File: config.mk
export PLATFORM = sky130hd
export DESIGN_NAME = address_cache_lru_aging_unit
export DESIGN_NICKNAME = d
export VERILOG_FILES = /design/src/hw/rtl/acl_pkg.sv /design/src/hw/rtl/acl_alu.sv /design/src/hw/rtl/acl_store.sv /design/src/hw/rtl/acl_ctrl.sv /design/src/hw/rtl/address_cache_lru_aging_unit.sv
export SDC_FILE = /design/constraint.sdc
export NUM_CORES = 2
export LEC_CHECK = 0
export ABC_AREA = 1
export BUFFER_PORTS_ARGS = -buffer_cell sky130_fd_sc_hd__buf_2
export CORE_MARGIN = 5
export CORE_UTILIZATION = 25
export CTS_CLUSTER_DIAMETER = 40
export DETAILED_ROUTE_END_ITERATION = 6
export GPL_TIMING_DRIVEN = 0
export PLACE_DENSITY_LB_ADDON = 0.1
export SLEW_MARGIN = 20
export SYNTH_ARGS = -nofsm -noshare
export SYNTH_HDL_FRONTEND = slang
export SYNTH_HIERARCHICAL = 1
export SYNTH_SLANG_ARGS = --single-unit
File: constraint.sdc
create_clock -name aclk -period 8.55 [get_ports aclk]
set_clock_uncertainty 0.05 [all_clocks]
set_input_delay 0.855 -clock aclk [delete_from_list [all_inputs] [get_ports aclk]]
set_output_delay 0.855 -clock aclk [all_outputs]
set_load 0.03 [all_outputs]
File: src/hw/rtl/acl_pkg.sv
package acl_pkg;

    // Field widths of the request and result items.
    localparam int LIFE_W = 16;
    localparam int IP_W   = 32;
    localparam int MAC_W  = 48;
    localparam int EXP_W  = 5;
    localparam int ACT_W  = 2;
    localparam int STAT_W = 3;

    // Lifetime register value after reset, in ticks.
    localparam logic [LIFE_W-1:0] LIFETIME_RESET = 16'd1200;

    // Request kinds.
    localparam logic [ACT_W-1:0] ACT_LOOKUP = 2'd0;
    localparam logic [ACT_W-1:0] ACT_INSERT = 2'd1;
    localparam logic [ACT_W-1:0] ACT_TICK   = 2'd2;

    // Result status codes.
    localparam logic [STAT_W-1:0] ST_HIT    = 3'd0;
    localparam logic [STAT_W-1:0] ST_MISS   = 3'd1;
    localparam logic [STAT_W-1:0] ST_INSERT = 3'd2;
    localparam logic [STAT_W-1:0] ST_EVICT  = 3'd3;
    localparam logic [STAT_W-1:0] ST_DUP    = 3'd4;
    localparam logic [STAT_W-1:0] ST_TICK   = 3'd5;
    localparam logic [STAT_W-1:0] ST_BAD    = 3'd6;

    // Operations of the shared arithmetic unit.
    typedef enum logic [1:0] {
        ALU_INC = 2'd0,
        ALU_DEC = 2'd1,
        ALU_SUB = 2'd2
    } alu_op_t;

    typedef struct packed {
        alu_op_t           op;
        logic [LIFE_W-1:0] a;
        logic [LIFE_W-1:0] b;
    } alu_req_t;

    typedef struct packed {
        logic [LIFE_W-1:0] res;
        logic              lt;
    } alu_rsp_t;

    // Write strobes from the sequencer to the entry store.
    typedef struct packed {
        logic ip_we;
        logic mac_we;
        logic life_we;
        logic rank_we;
        logic shift_we;
        logic valid_set;
        logic valid_clr;
    } wr_ctl_t;

endpackage

File: src/hw/rtl/acl_alu.sv
module acl_alu (
    input  acl_pkg::alu_req_t req,
    output acl_pkg::alu_rsp_t rsp
);
    import acl_pkg::*;

    // One adder and one magnitude compare, shared by the age, lifetime and rank passes.
    always_comb begin
        rsp.lt = (req.a < req.b);
        unique case (req.op)
            ALU_INC: begin
                rsp.res = req.a + LIFE_W'(1);
            end
            ALU_DEC: begin
                rsp.res = req.a - LIFE_W'(1);
            end
            ALU_SUB: begin
                rsp.res = req.a - req.b;
            end
            default: begin
                rsp.res = req.a;
            end
        endcase
    end

endmodule

File: src/hw/rtl/acl_store.sv
module acl_store #(
    parameter int DEPTH = 16,
    parameter int IW    = $clog2(DEPTH)
) (
    input  logic                      aclk,
    input  logic                      aresetn,
    input  logic [IW-1:0]             rd_addr,
    input  logic [IW-1:0]             shift_raddr,
    input  acl_pkg::wr_ctl_t          wr,
    input  logic [IW-1:0]             wr_addr,
    input  logic [acl_pkg::IP_W-1:0]  ip_wd,
    input  logic [acl_pkg::MAC_W-1:0] mac_wd,
    input  logic [acl_pkg::LIFE_W-1:0] life_wd,
    input  logic [IW-1:0]             rank_wd,
    input  logic [IW-1:0]             shift_wd,
    output logic [DEPTH-1:0]          valid_vec,
    output logic [acl_pkg::IP_W-1:0]  ip_q,
    output logic [acl_pkg::MAC_W-1:0] mac_q,
    output logic [acl_pkg::LIFE_W-1:0] life_q,
    output logic [IW-1:0]             rank_q,
    output logic [IW-1:0]             shift_q
);
    import acl_pkg::*;

    logic [IP_W-1:0]   ip_mem    [DEPTH];
    logic [MAC_W-1:0]  mac_mem   [DEPTH];
    logic [LIFE_W-1:0] life_mem  [DEPTH];
    logic [IW-1:0]     rank_mem  [DEPTH];
    logic [IW-1:0]     shift_mem [DEPTH];
    logic [DEPTH-1:0]  valid_reg;

    // Entry memories: one write port, one registered read port each.
    always_ff @(posedge aclk) begin
        if (wr.ip_we) begin
            ip_mem[wr_addr] <= ip_wd;
        end
        if (wr.mac_we) begin
            mac_mem[wr_addr] <= mac_wd;
        end
        if (wr.life_we) begin
            life_mem[wr_addr] <= life_wd;
        end
        if (wr.rank_we) begin
            rank_mem[wr_addr] <= rank_wd;
        end
        ip_q   <= ip_mem[rd_addr];
        mac_q  <= mac_mem[rd_addr];
        life_q <= life_mem[rd_addr];
        rank_q <= rank_mem[rd_addr];
    end

    // Rank correction table, filled during a tick and read by rank.
    always_ff @(posedge aclk) begin
        if (wr.shift_we) begin
            shift_mem[wr_addr] <= shift_wd;
        end
        shift_q <= shift_mem[shift_raddr];
    end

    // Valid bits live in flops so that reset empties the table at once.
    always_ff @(posedge aclk) begin
        if (!aresetn) begin
            valid_reg <= '0;
        end else if (wr.valid_set) begin
            valid_reg[wr_addr] <= 1'b1;
        end else if (wr.valid_clr) begin
            valid_reg[wr_addr] <= 1'b0;
        end
    end

    assign valid_vec = valid_reg;

endmodule

File: src/hw/rtl/acl_ctrl.sv
module acl_ctrl #(
    parameter int DEPTH = 16,
    parameter int IW    = $clog2(DEPTH),
    parameter int CW    = $clog2(DEPTH + 1)
) (
    input  logic                       aclk,
    input  logic                       aresetn,
    // request side
    input  logic                       in_valid,
    output logic                       in_ready,
    input  logic [acl_pkg::ACT_W-1:0]  in_action,
    input  logic [acl_pkg::IP_W-1:0]   in_ip,
    input  logic [acl_pkg::MAC_W-1:0]  in_mac,
    input  logic [acl_pkg::LIFE_W-1:0] lifetime,
    // result side
    input  logic                       out_free,
    output logic                       done,
    output logic [acl_pkg::STAT_W-1:0] res_status,
    output logic [acl_pkg::MAC_W-1:0]  res_mac,
    output logic [acl_pkg::EXP_W-1:0]  res_exp,
    // entry store
    output logic [IW-1:0]              rd_addr,
    output logic [IW-1:0]              shift_raddr,
    output acl_pkg::wr_ctl_t           wr,
    output logic [IW-1:0]              wr_addr,
    output logic [acl_pkg::IP_W-1:0]   ip_wd,
    output logic [acl_pkg::MAC_W-1:0]  mac_wd,
    output logic [acl_pkg::LIFE_W-1:0] life_wd,
    output logic [IW-1:0]              rank_wd,
    output logic [IW-1:0]              shift_wd,
    input  logic [DEPTH-1:0]           valid_vec,
    input  logic [acl_pkg::IP_W-1:0]   ip_q,
    input  logic [acl_pkg::MAC_W-1:0]  mac_q,
    input  logic [acl_pkg::LIFE_W-1:0] life_q,
    input  logic [IW-1:0]              rank_q,
    input  logic [IW-1:0]              shift_q,
    // shared arithmetic unit
    output acl_pkg::alu_req_t          alu_req,
    input  acl_pkg::alu_rsp_t          alu_rsp
);
    import acl_pkg::*;

    typedef enum logic [8:0] {
        S_IDLE   = 9'b000000001,
        S_SCAN   = 9'b000000010,
        S_AGE    = 9'b000000100,
        S_FINAL  = 9'b000001000,
        S_MACRD  = 9'b000010000,
        S_LIFE   = 9'b000100000,
        S_PREFIX = 9'b001000000,
        S_RANK   = 9'b010000000,
        S_RESP   = 9'b100000000
    } state_t;

    state_t              state_reg, state_next;
    logic [CW-1:0]       cnt_reg;
    logic                p1_vld_reg;
    logic [IW-1:0]       p1_idx_reg;
    logic                p2_vld_reg;
    logic [IW-1:0]       p2_idx_reg;
    logic [IW-1:0]       p2_rank_reg;
    logic [ACT_W-1:0]    act_reg;
    logic [IP_W-1:0]     ip_reg;
    logic [MAC_W-1:0]    mac_reg;
    logic                found_reg;
    logic [IW-1:0]       hit_idx_reg;
    logic [IW-1:0]       hit_rank_reg;
    logic                free_found_reg;
    logic [IW-1:0]       free_idx_reg;
    logic [IW-1:0]       old_idx_reg;
    logic [IW-1:0]       tgt_reg;
    logic                age_all_reg;
    logic [STAT_W-1:0]   status_reg;
    logic [MAC_W-1:0]    mac_out_reg;
    logic [CW-1:0]       exp_reg;
    logic [CW-1:0]       acc_reg;
    logic [DEPTH-1:0]    removed_reg;

    logic                issue;
    logic                drained;
    logic                v1;

    // A pass issues one entry read a cycle and finishes once its pipe is empty.
    assign issue = ((state_reg == S_SCAN) || (state_reg == S_AGE) ||
                    (state_reg == S_LIFE) || (state_reg == S_RANK)) &&
                   (cnt_reg < CW'(DEPTH));
    assign drained = (cnt_reg == CW'(DEPTH)) && !p1_vld_reg && !p2_vld_reg;
    assign v1 = valid_vec[p1_idx_reg];

    assign in_ready    = (state_reg == S_IDLE);
    assign done        = (state_reg == S_RESP) && out_free;
    assign res_status  = status_reg;
    assign res_mac     = mac_out_reg;
    assign res_exp     = (32'(exp_reg) > 32'd31) ? EXP_W'(31) : EXP_W'(exp_reg);
    assign rd_addr     = (state_reg == S_FINAL) ? tgt_reg : cnt_reg[IW-1:0];
    assign shift_raddr = rank_q;
    assign ip_wd       = ip_reg;
    assign mac_wd      = mac_reg;

    // Operands of the shared unit for the pass under way.
    always_comb begin
        alu_req.op = ALU_INC;
        alu_req.a  = '0;
        alu_req.b  = '0;
        unique case (state_reg)
            S_AGE: begin
                alu_req.op = ALU_INC;
                alu_req.a  = LIFE_W'(rank_q);
                alu_req.b  = LIFE_W'(hit_rank_reg);
            end
            S_LIFE: begin
                alu_req.op = ALU_DEC;
                alu_req.a  = life_q;
                alu_req.b  = LIFE_W'(2);
            end
            S_RANK: begin
                alu_req.op = ALU_SUB;
                alu_req.a  = LIFE_W'(p2_rank_reg);
                alu_req.b  = LIFE_W'(shift_q);
            end
            default: begin
                alu_req.op = ALU_INC;
            end
        endcase
    end

    // Store writes for each pass.
    always_comb begin
        wr       = '0;
        wr_addr  = p1_idx_reg;
        life_wd  = alu_rsp.res;
        rank_wd  = alu_rsp.res[IW-1:0];
        shift_wd = acc_reg[IW-1:0];
        unique case (state_reg)
            S_AGE: begin
                // Entries more recent than the target, or all on an insert, grow one step older.
                if (p1_vld_reg && v1 && (p1_idx_reg != tgt_reg) &&
                    (age_all_reg || alu_rsp.lt)) begin
                    wr.rank_we = 1'b1;
                end
            end
            S_LIFE: begin
                // A lifetime of one or zero expires, anything else counts down.
                if (p1_vld_reg && v1) begin
                    if (alu_rsp.lt) begin
                        wr.valid_clr = 1'b1;
                    end else begin
                        wr.life_we = 1'b1;
                    end
                end
            end
            S_PREFIX: begin
                wr_addr = cnt_reg[IW-1:0];
                if (cnt_reg < CW'(DEPTH)) begin
                    wr.shift_we = 1'b1;
                end
            end
            S_RANK: begin
                wr_addr = p2_idx_reg;
                if (p2_vld_reg && valid_vec[p2_idx_reg]) begin
                    wr.rank_we = 1'b1;
                end
            end
            S_FINAL: begin
                // Target becomes most recent with a full lifetime.
                wr_addr     = tgt_reg;
                life_wd     = lifetime;
                rank_wd     = '0;
                wr.rank_we  = 1'b1;
                wr.life_we  = 1'b1;
                if (act_reg == ACT_INSERT) begin
                    wr.ip_we     = 1'b1;
                    wr.mac_we    = 1'b1;
                    wr.valid_set = 1'b1;
                end
            end
            default: begin
                wr = '0;
            end
        endcase
    end

    // Sequencer next state.
    always_comb begin
        state_next = state_reg;
        unique case (state_reg)
            S_IDLE: begin
                if (in_valid) begin
                    if ((in_action == ACT_LOOKUP) || (in_action == ACT_INSERT)) begin
                        state_next = S_SCAN;
                    end else if (in_action == ACT_TICK) begin
                        state_next = S_LIFE;
                    end else begin
                        state_next = S_RESP;
                    end
                end
            end
            S_SCAN: begin
                if (drained) begin
                    if (act_reg == ACT_LOOKUP) begin
                        state_next = found_reg ? S_AGE : S_RESP;
                    end else begin
                        state_next = found_reg ? S_RESP : S_AGE;
                    end
                end
            end
            S_AGE: begin
                if (drained) begin
                    state_next = S_FINAL;
                end
            end
            S_FINAL: begin
                state_next = (act_reg == ACT_LOOKUP) ? S_MACRD : S_RESP;
            end
            S_MACRD: begin
                state_next = S_RESP;
            end
            S_LIFE: begin
                if (drained) begin
                    state_next = S_PREFIX;
                end
            end
            S_PREFIX: begin
                if (cnt_reg == CW'(DEPTH)) begin
                    state_next = S_RANK;
                end
            end
            S_RANK: begin
                if (drained) begin
                    state_next = S_RESP;
                end
            end
            S_RESP: begin
                if (out_free) begin
                    state_next = S_IDLE;
                end
            end
            default: begin
                state_next = S_IDLE;
            end
        endcase
    end

    // Control state.
    always_ff @(posedge aclk) begin
        if (!aresetn) begin
            state_reg  <= S_IDLE;
            p1_vld_reg <= 1'b0;
            p2_vld_reg <= 1'b0;
        end else begin
            state_reg  <= state_next;
            p1_vld_reg <= issue;
            p2_vld_reg <= p1_vld_reg && (state_reg == S_RANK);
        end
    end

    // Pass counter and per-request working registers.
    always_ff @(posedge aclk) begin
        p1_idx_reg  <= cnt_reg[IW-1:0];
        p2_idx_reg  <= p1_idx_reg;
        p2_rank_reg <= rank_q;
        if (state_next != state_reg) begin
            cnt_reg <= '0;
        end else if (issue || ((state_reg == S_PREFIX) && (cnt_reg < CW'(DEPTH)))) begin
            cnt_reg <= cnt_reg + CW'(1);
        end
        unique case (state_reg)
            S_IDLE: begin
                act_reg        <= in_action;
                ip_reg         <= in_ip;
                mac_reg        <= in_mac;
                found_reg      <= 1'b0;
                free_found_reg <= 1'b0;
                exp_reg        <= '0;
                acc_reg        <= '0;
                removed_reg    <= '0;
                mac_out_reg    <= '0;
                status_reg     <= ST_BAD;
            end
            S_SCAN: begin
                if (p1_vld_reg) begin
                    if (v1 && (ip_q == ip_reg) && !found_reg) begin
                        found_reg    <= 1'b1;
                        hit_idx_reg  <= p1_idx_reg;
                        hit_rank_reg <= rank_q;
                    end
                    if (!v1 && !free_found_reg) begin
                        free_found_reg <= 1'b1;
                        free_idx_reg   <= p1_idx_reg;
                    end
                    if (v1 && (rank_q == IW'(DEPTH - 1))) begin
                        old_idx_reg <= p1_idx_reg;
                    end
                end
                if (drained) begin
                    if (act_reg == ACT_LOOKUP) begin
                        tgt_reg     <= hit_idx_reg;
                        age_all_reg <= 1'b0;
                        status_reg  <= found_reg ? ST_HIT : ST_MISS;
                    end else begin
                        tgt_reg     <= free_found_reg ? free_idx_reg : old_idx_reg;
                        age_all_reg <= 1'b1;
                        if (found_reg) begin
                            status_reg <= ST_DUP;
                        end else begin
                            status_reg <= free_found_reg ? ST_INSERT : ST_EVICT;
                        end
                    end
                end
            end
            S_MACRD: begin
                mac_out_reg <= mac_q;
            end
            S_LIFE: begin
                if (p1_vld_reg && v1 && alu_rsp.lt) begin
                    removed_reg[rank_q] <= 1'b1;
                    exp_reg             <= exp_reg + CW'(1);
                end
                status_reg <= ST_TICK;
            end
            S_PREFIX: begin
                // Running count of removed ranks below each rank.
                if (cnt_reg < CW'(DEPTH)) begin
                    acc_reg <= acc_reg + CW'(removed_reg[cnt_reg[IW-1:0]]);
                end
            end
            default: begin
                acc_reg <= acc_reg;
            end
        endcase
    end

    // A request holds the block until its result is in the output register.
    a_busy_after_accept: assert property (@(posedge aclk) disable iff (!aresetn)
        (in_valid && in_ready) |=> !in_ready)
        else $error("request accepted while busy");

    a_p2_in_rank: assert property (@(posedge aclk) disable iff (!aresetn)
        p2_vld_reg |-> ($past(state_reg) == S_RANK))
        else $error("rank pipe active outside rank pass");

    a_set_only_insert: assert property (@(posedge aclk) disable iff (!aresetn)
        wr.valid_set |-> ((act_reg == ACT_INSERT) &&
                          ((status_reg == ST_INSERT) || (status_reg == ST_EVICT))))
        else $error("slot validated outside an insert");

    a_insert_free_slot: assert property (@(posedge aclk) disable iff (!aresetn)
        (wr.valid_set && (status_reg == ST_INSERT)) |-> !valid_vec[wr_addr])
        else $error("plain insert overwrote a live slot");

    a_expired_bounded: assert property (@(posedge aclk) disable iff (!aresetn)
        done |-> (32'(exp_reg) <= 32'(DEPTH)))
        else $error("expired count exceeds table depth");

endmodule

File: src/hw/rtl/address_cache_lru_aging_unit.sv
// Requests are taken one at a time; each pass over the entries walks the table one entry a
// cycle through the single read port of the entry memories, and the age, lifetime and rank
// passes share the one adder and compare.
// A finished result waits in the output register while the next request is taken.
// Reset (aresetn low, synchronous) empties the table and loads the lifetime with 1200.
module address_cache_lru_aging_unit #(
    parameter int TABLE_DEPTH = 16
) (
    input  logic        aclk,
    input  logic        aresetn,
    // request stream
    input  logic        s_tvalid,
    output logic        s_tready,
    input  logic [79:0] s_tdata,   // ip_address[31:0], mac_address[79:32]
    input  logic [1:0]  s_tuser,   // action[1:0]
    // result stream
    output logic        m_tvalid,
    input  logic        m_tready,
    output logic [55:0] m_tdata,   // mac_out[47:0], expired_count[52:48], zero pad[55:53]
    output logic [2:0]  m_tuser,   // status[2:0]
    // lifetime register
    input  logic        cfg_wr_en,
    input  logic [15:0] cfg_wr_data
);
    import acl_pkg::*;

    localparam int IW = $clog2(TABLE_DEPTH);
    localparam int CW = $clog2(TABLE_DEPTH + 1);

    logic [LIFE_W-1:0] lifetime_reg;
    logic              m_tvalid_reg;
    logic [STAT_W-1:0] m_status_reg;
    logic [MAC_W-1:0]  m_mac_reg;
    logic [EXP_W-1:0]  m_exp_reg;

    logic              out_free;
    logic              done;
    logic [STAT_W-1:0] res_status;
    logic [MAC_W-1:0]  res_mac;
    logic [EXP_W-1:0]  res_exp;

    logic [IW-1:0]     rd_addr;
    logic [IW-1:0]     shift_raddr;
    wr_ctl_t           wr;
    logic [IW-1:0]     wr_addr;
    logic [IP_W-1:0]   ip_wd;
    logic [MAC_W-1:0]  mac_wd;
    logic [LIFE_W-1:0] life_wd;
    logic [IW-1:0]     rank_wd;
    logic [IW-1:0]     shift_wd;
    logic [TABLE_DEPTH-1:0] valid_vec;
    logic [IP_W-1:0]   ip_q;
    logic [MAC_W-1:0]  mac_q;
    logic [LIFE_W-1:0] life_q;
    logic [IW-1:0]     rank_q;
    logic [IW-1:0]     shift_q;
    alu_req_t          alu_req;
    alu_rsp_t          alu_rsp;

    // Lifetime register.
    always_ff @(posedge aclk) begin
        if (!aresetn) begin
            lifetime_reg <= LIFETIME_RESET;
        end else if (cfg_wr_en) begin
            lifetime_reg <= cfg_wr_data;
        end
    end

    acl_ctrl #(
        .DEPTH (TABLE_DEPTH),
        .IW    (IW),
        .CW    (CW)
    ) u_ctrl (
        .aclk        (aclk),
        .aresetn     (aresetn),
        .in_valid    (s_tvalid),
        .in_ready    (s_tready),
        .in_action   (s_tuser),
        .in_ip       (s_tdata[31:0]),
        .in_mac      (s_tdata[79:32]),
        .lifetime    (lifetime_reg),
        .out_free    (out_free),
        .done        (done),
        .res_status  (res_status),
        .res_mac     (res_mac),
        .res_exp     (res_exp),
        .rd_addr     (rd_addr),
        .shift_raddr (shift_raddr),
        .wr          (wr),
        .wr_addr     (wr_addr),
        .ip_wd       (ip_wd),
        .mac_wd      (mac_wd),
        .life_wd     (life_wd),
        .rank_wd     (rank_wd),
        .shift_wd    (shift_wd),
        .valid_vec   (valid_vec),
        .ip_q        (ip_q),
        .mac_q       (mac_q),
        .life_q      (life_q),
        .rank_q      (rank_q),
        .shift_q     (shift_q),
        .alu_req     (alu_req),
        .alu_rsp     (alu_rsp)
    );

    acl_store #(
        .DEPTH (TABLE_DEPTH),
        .IW    (IW)
    ) u_store (
        .aclk        (aclk),
        .aresetn     (aresetn),
        .rd_addr     (rd_addr),
        .shift_raddr (shift_raddr),
        .wr          (wr),
        .wr_addr     (wr_addr),
        .ip_wd       (ip_wd),
        .mac_wd      (mac_wd),
        .life_wd     (life_wd),
        .rank_wd     (rank_wd),
        .shift_wd    (shift_wd),
        .valid_vec   (valid_vec),
        .ip_q        (ip_q),
        .mac_q       (mac_q),
        .life_q      (life_q),
        .rank_q      (rank_q),
        .shift_q     (shift_q)
    );

    acl_alu u_alu (
        .req (alu_req),
        .rsp (alu_rsp)
    );

    // Output register: holds a result until its transfer completes.
    assign out_free = !m_tvalid_reg || m_tready;

    always_ff @(posedge aclk) begin
        if (!aresetn) begin
            m_tvalid_reg <= 1'b0;
        end else if (done) begin
            m_tvalid_reg <= 1'b1;
        end else if (m_tready) begin
            m_tvalid_reg <= 1'b0;
        end
    end

    always_ff @(posedge aclk) begin
        if (done) begin
            m_status_reg <= res_status;
            m_mac_reg    <= res_mac;
            m_exp_reg    <= res_exp;
        end
    end

    assign m_tvalid = m_tvalid_reg;
    assign m_tuser  = m_status_reg;
    assign m_tdata  = {3'b000, m_exp_reg, m_mac_reg};

endmodule

* Word-level counts from Yosys, hierarchy flattened
Memory sizes are Yosys's and may differ from the RTL's. A register that Yosys moved wholly into a read port is not among the register bits.
Index checks and enable logic that the tools add are counted.
** Operators by class
- Add/sub/neg operators :: 6
- Magnitude comparators :: 9
- Eq/ne operators :: 25
- Mux-type cells :: 82
- Bitwise gates (word level) :: 4
- Reductions and logical operators :: 49
** Operator list (number)
- 9-bit two-way mux :: 13
- 32-bit one-hot mux with 3 select lines :: 1
- 48-bit one-hot mux with 2 select lines :: 1
- 9-bit one-hot mux with 9 select lines :: 1
- 16-bit two-way mux :: 4
- 16-bit one-hot mux with 3 select lines :: 1
- 1-bit two-way mux :: 35
- 32-bit == test :: 1
- 16-bit OR :: 2
- 16-bit one-hot mux with 2 select lines :: 1
- 4-bit by 5-bit less-than comparator with 1-bit output, second input constant :: 5
- 5-bit one-hot mux with 2 select lines :: 2
- 1-bit logical AND :: 17
- 16-bit by 1-bit adder with 16-bit output, second input constant :: 1
- 16-bit AND :: 1
- 16-bit less-than comparator :: 1
- 4-bit two-way mux :: 4
- 16-bit inverter :: 1
- 16-bit by 1-bit subtractor with 16-bit output, second input constant :: 1
- 16-bit subtractor :: 1
- 3-bit AND reduction :: 5
- 1-bit binary-select mux with 4-bit select :: 3
- 4-bit one-hot mux with 3 select lines :: 1
- 2-bit nonzero test :: 6
- 34 further kinds :: 66
** Storage, ports and cells
- Register bits :: 299
- Memory bits (writable) :: 1664
- Memories kept :: 5
** Memory list
- u_store.mac_mem :: depth 16, bits a word 48, read ports 1, clocked after memory_dff 1, wr ports 1, line acl_store.sv:26 : logic [MAC_W-1:0] mac_mem [DEPTH];
- u_store.ip_mem :: depth 16, bits a word 32, read ports 1, clocked after memory_dff 1, wr ports 1, line acl_store.sv:25 : logic [IP_W-1:0] ip_mem [DEPTH];
- u_store.life_mem :: depth 16, bits a word 16, read ports 1, clocked after memory_dff 1, wr ports 1, line acl_store.sv:27 : logic [LIFE_W-1:0] life_mem [DEPTH];
- u_store.rank_mem :: depth 16, bits a word 4, read ports 1, clocked after memory_dff 1, wr ports 1, line acl_store.sv:28 : logic [IW-1:0] rank_mem [DEPTH];
- u_store.shift_mem :: depth 16, bits a word 4, read ports 1, clocked after memory_dff 1, wr ports 1, line acl_store.sv:29 : logic [IW-1:0] shift_mem [DEPTH];

* Longest topological paths before layout
- Depth in word-level cells :: 10
- Gate-level depth with buffers :: 25

* By module
The synthesis kept the hierarchy.
** By module, submodules not included
- acl_store :: times used 1, cells an instance 6989, area each 74631.6 sq um, sequential area each 52370.2 sq um
- acl_ctrl :: times used 1, cells an instance 994, area each 9731.8 sq um, sequential area each 5995.8 sq um
- address_cache_lru_aging_unit :: times used 1, cells an instance 134, area each 2302.2 sq um, sequential area each 2021.9 sq um
- acl_alu :: times used 1, cells an instance 409, area each 2195.9 sq um, sequential area each 0.0 sq um

* Worst setup path before layout
OpenSTA, ideal clock, no wires.
- Path type :: flip-flop to flip-flop
- Start :: register u_ctrl.state_reg[6]
- End :: memory u_store.mac_mem[10][0], enable pin
- Setup time :: 0.454 ns
- Arrival :: 3.868 ns
- Required time :: 8.046 ns
- Path slack :: 4.178 ns
- Stages on the path, launching flop included :: 13
- Path buffers :: 1
- Path through :: dfxtp_1 -> nor2_4 -> nand2_4 -> nor2_8 -> nand2_2 -> inv_2 -> buf_4 -> nand2_1 -> o2111ai_1 -> inv_1 -> nor2_1 -> nand2_1 -> nor2_1
** RTL lines
- from (decl) :: line acl_ctrl.sv:55 : state_t state_reg, state_next;
- from (signal assigned) :: line acl_ctrl.sv:251 : state_reg <= state_next;
- 9-bit by 4-bit == test with 1-bit output, or another cell as far along :: line acl_ctrl.sv:134 : unique case (state_reg)
- 4-bit one-hot mux with 3 select lines (*) :: line acl_ctrl.sv:134
- via wr_addr[1] :: line address_cache_lru_aging_unit.sv:45 : logic [IW-1:0] wr_addr;
- to (decl) :: line acl_store.sv:26
The timed path passes the listed nets; every way through them passes the cells marked *.

==> results.sh <==
export IMPL_crit_chain="nor2_2 -> nand2_2 -> nor2_8 -> nand2_1 -> buf_2 -> buf_2 -> nor2_1 -> ha_1 -> nand2_1 -> nor2_1 -> nand3_1 -> nand4_1 -> a21oi_1 -> nor2_1 -> nand3_1 -> nand2_1 -> inv_1 -> clkbuf_1 -> buf_6 -> nor2_4 -> buf_16"
export IMPL_finalSetupViolations=0
export IMPL_cts_tree="done"
export IMPL_cts_sinks=2066
export IMPL_synth_avg_cell_area_um2=10.4
export IMPL_fmax_ghz=0.181
export IMPL_period_minus_slack_ns=5.51
export IMPL_crit_slowest_cell="nor2_1"
export IMPL_met1Wirelength_um=150000
export IMPL_crit_type="register to register"
export IMPL_routed_wl_met2_um=153000
export IMPL_finalSetupTns_ns=0
export IMPL_fin_crit_sh=0.645
export IMPL_vdd_ir_drop_worst_mv=0.208
export IMPL_final_cell_mix="2,518 x nand2_1, 1,901 x edfxtp_1, 1,481 x inv_1, 1,374 x nand3_1, 417 x clkbuf_16"
export IMPL_cts_setup_buffers=0
export IMPL_tightest_slew_ns=1.19
export IMPL_firstDrtPassIters=5
export IMPL_min_to="u_ctrl/ip_wd[8]"
export IMPL_wire_per_inst_um=23.0
export IMPL_leakage_nw=47.1
export IMPL_n_fill_cell=35900
export IMPL_post_cts_resized=0
export IMPL_synthFlopType="edfxtp_1"
export IMPL_worstPathArrival_ns=6.13
export IMPL_drive_above_1_share=0.148
export IMPL_synth_seq_cells=2066
export IMPL_grt_pass1_wl_um=462000
export IMPL_wirelength_um=331000
export IMPL_die_h_um=606
export IMPL_rsz0062_at_grt="no"
export IMPL_grt_max_degree=35
export IMPL_die_area_um2=367000
export IMPL_antenna_found_initial=17
export IMPL_total_power_mw=29.3
export IMPL_async_flop_share=0
export IMPL_worst_setup_path_start_kind="register"
export IMPL_grt_ovfl_total=0
export IMPL_clock_latency_ns=0.95
export IMPL_clk_path_buf_depth=4
export IMPL_num_vias=61900
export IMPL_ys_warn_count=6
export IMPL_cts_buffers=411
export IMPL_std_cell_rows=219
export IMPL_met3_wirelength_um=17300
export IMPL_min_path_type="primary input to register"
export IMPL_cp_max_fo=12
export IMPL_ios=164
export IMPL_die_w_um=606
export IMPL_top_register="u_store/mac_mem"
export IMPL_hold_slack_ns=0.0940
export IMPL_slew_headroom=0.203
export IMPL_drtAntennaViolNets=0
export IMPL_syn_inst=8526
export IMPL_clock_root_buffer="clkbuf_16"
export IMPL_dp_cells=13600
export IMPL_synth_area_um2=88900
export IMPL_worstRegToRegCells=21
export IMPL_final_nets=9404
export IMPL_status="completed"
export IMPL_drc=0
export IMPL_cp_end_kind="register"
export IMPL_coreArea_um2=355000
export IMPL_initial_utilization=0.250
export IMPL_reg_top3="u_store/mac_mem (768), u_store/ip_mem (512), u_store/life_mem (256)"
export IMPL_top_layer_used="met4"
export IMPL_reg2reg_setup_slack_ns=3.04
export IMPL_cts_htree_levels=5
export IMPL_slew_viol_final=0
export IMPL_fin_cells=14400
export IMPL_grtUsageTotal=0.176
export IMPL_avgViaCountPerCell=4.30
export IMPL_hp_start="s_tdata[8]"
export IMPL_cts_hold_buffers=59
export IMPL_hold_viol=0
export IMPL_io_buffers=160
export IMPL_largest_reg_flops=768
export IMPL_seq_area_frac_synth=0.680
export IMPL_grt_pass1_vias=60600
export IMPL_hpwl_um=223000
export IMPL_drt_iter0_drc=4952
export IMPL_maxCapViolCount=0
export IMPL_r2r_start="u_ctrl/state_reg[2]"
export IMPL_worst_endpoint_required_ns=9.17
export IMPL_place_gp_congestion=0.823
export IMPL_area_growth_pct=27.7
export IMPL_cpPeakStageDelay_ns=0.70
export IMPL_powerDensity_nw_per_um2=258
export IMPL_synth_edf_count=1901
export IMPL_r2r_end="u_store/life_mem[11][3]"
export IMPL_synthDistinctLibCells=55
export IMPL_whs_path_depth=1
export IMPL_clk_pin_slew_ns=0.05
export IMPL_final_common_cell="nand2_1"
## cell type report
class / count / area [um2] / share of cell area
Clock inverter: 284 / 3680 / 0.0325
Sequential cell: 2066 / 60400 / 0.532
Multi-Input combinational cell: 4570 / 20400 / 0.180
Clock buffer: 487 / 10800 / 0.0954
Inverter: 1501 / 5650 / 0.0498
Buffer: 402 / 2830 / 0.0250
Antenna cell: 12 / 30.0 / 0.000265
Tap cell: 4751 / 5940 / 0.0524
Timing Repair Buffer: 321 / 3710 / 0.0327
## power breakdown
group	switching [mW]	total (mW)	internal (mW)
logic	0.557	0.794	0.237
registers	0.377	11.8	11.4
clock network	5.66	16.7	11.0
## logic make-up (layout without fill, tap and decap cells)
| kind of cell | count (synthesis) | after routing | synth area share |
|---|---|---|---|
| AO/OA/AOI/OAI | 205 | 205 | 0.0132 |
| other | 2 | 27 | 0.0000845 |
| AND/OR/NAND/NOR | 4299 | 4299 | 0.206 |
| flip-flops | 2066 | 2066 | 0.680 |
| adder cells (fa/ha/maj) | 28 | 28 | 0.00403 |
| XOR/XNOR | 23 | 23 | 0.00227 |
| buffers and inverters | 1903 | 2995 | 0.0953 |
## metal layers
metal,up-vias,track usage
li1,29400,-
met1,30300,0.241
met2,1763,0.287
met3,508,0.0246
met4,0,0.0585
met5,-,0
## cells in the mapped netlist, drive strengths merged, types with 2 or more instances
master   number  area, um2
a32o          3       30.0
nor3         14       75.1
o211ai       12       90.1
clkbuf       71        362
inv        1498       5640
nor4          3       18.8
ha           27        338
dfxtp       165       3300
nand3b        9       67.6
xnor2        14        123
clkinv        3       11.3
nand4        19        119
o221ai        5       43.8
a21oi        83        415
and2          3       18.8
conb          2       7.51
o2111ai       3       26.3
o21ai        77        397
edfxtp     1901      57100
buf         331       2450
o21bai        6       52.6
nor2        304       1230
xor2          9       78.8
a21boi        2       15.0
nand3      1377       6910
or2          16        100
a21o          5       37.5
o22ai         5       31.3
nand2      2553       9720
a41oi         3       26.3
## how the worst max path moves through the flow
stage | start | to | cells past startpoint
floorplan | u_ctrl/state_reg[6] | u_store/mac_mem[10][0] | 12
CTS | u_ctrl/state_reg[2] | u_store/life_mem[6][3] | 20
global route | u_ctrl/state_reg[2] | u_store/life_mem[15][15] | 20
global placement | u_ctrl/state_reg[6] | u_store/mac_mem[1][7] | 13
detailed placement | u_ctrl/state_reg[2] | u_store/life_mem[6][1] | 20
finish | u_ctrl/state_reg[2] | u_store/life_mem[11][3] | 21
## critical path, delay by kind of cell, from the launching register on
kind / cells / cell delay (ns)
simple gates: 13 / 2.13
flops: 1 / 0.34
compound gates: 1 / 0.39
fa+ha+maj: 1 / 0.44
buf+inv: 6 / 1.88
## stage by stage
step	utilization	cell area, um2	worst slack (ns)
after global placement	0.270	95700	-0.837
after detailed placement	0.277	98300	2.69
after CTS	0.320	113000	2.66
after global routing	0.320	113000	2.76
final	0.320	113000	3.04
after floorplan	-	88900	4.18
(Power assumes the default switching activity.)
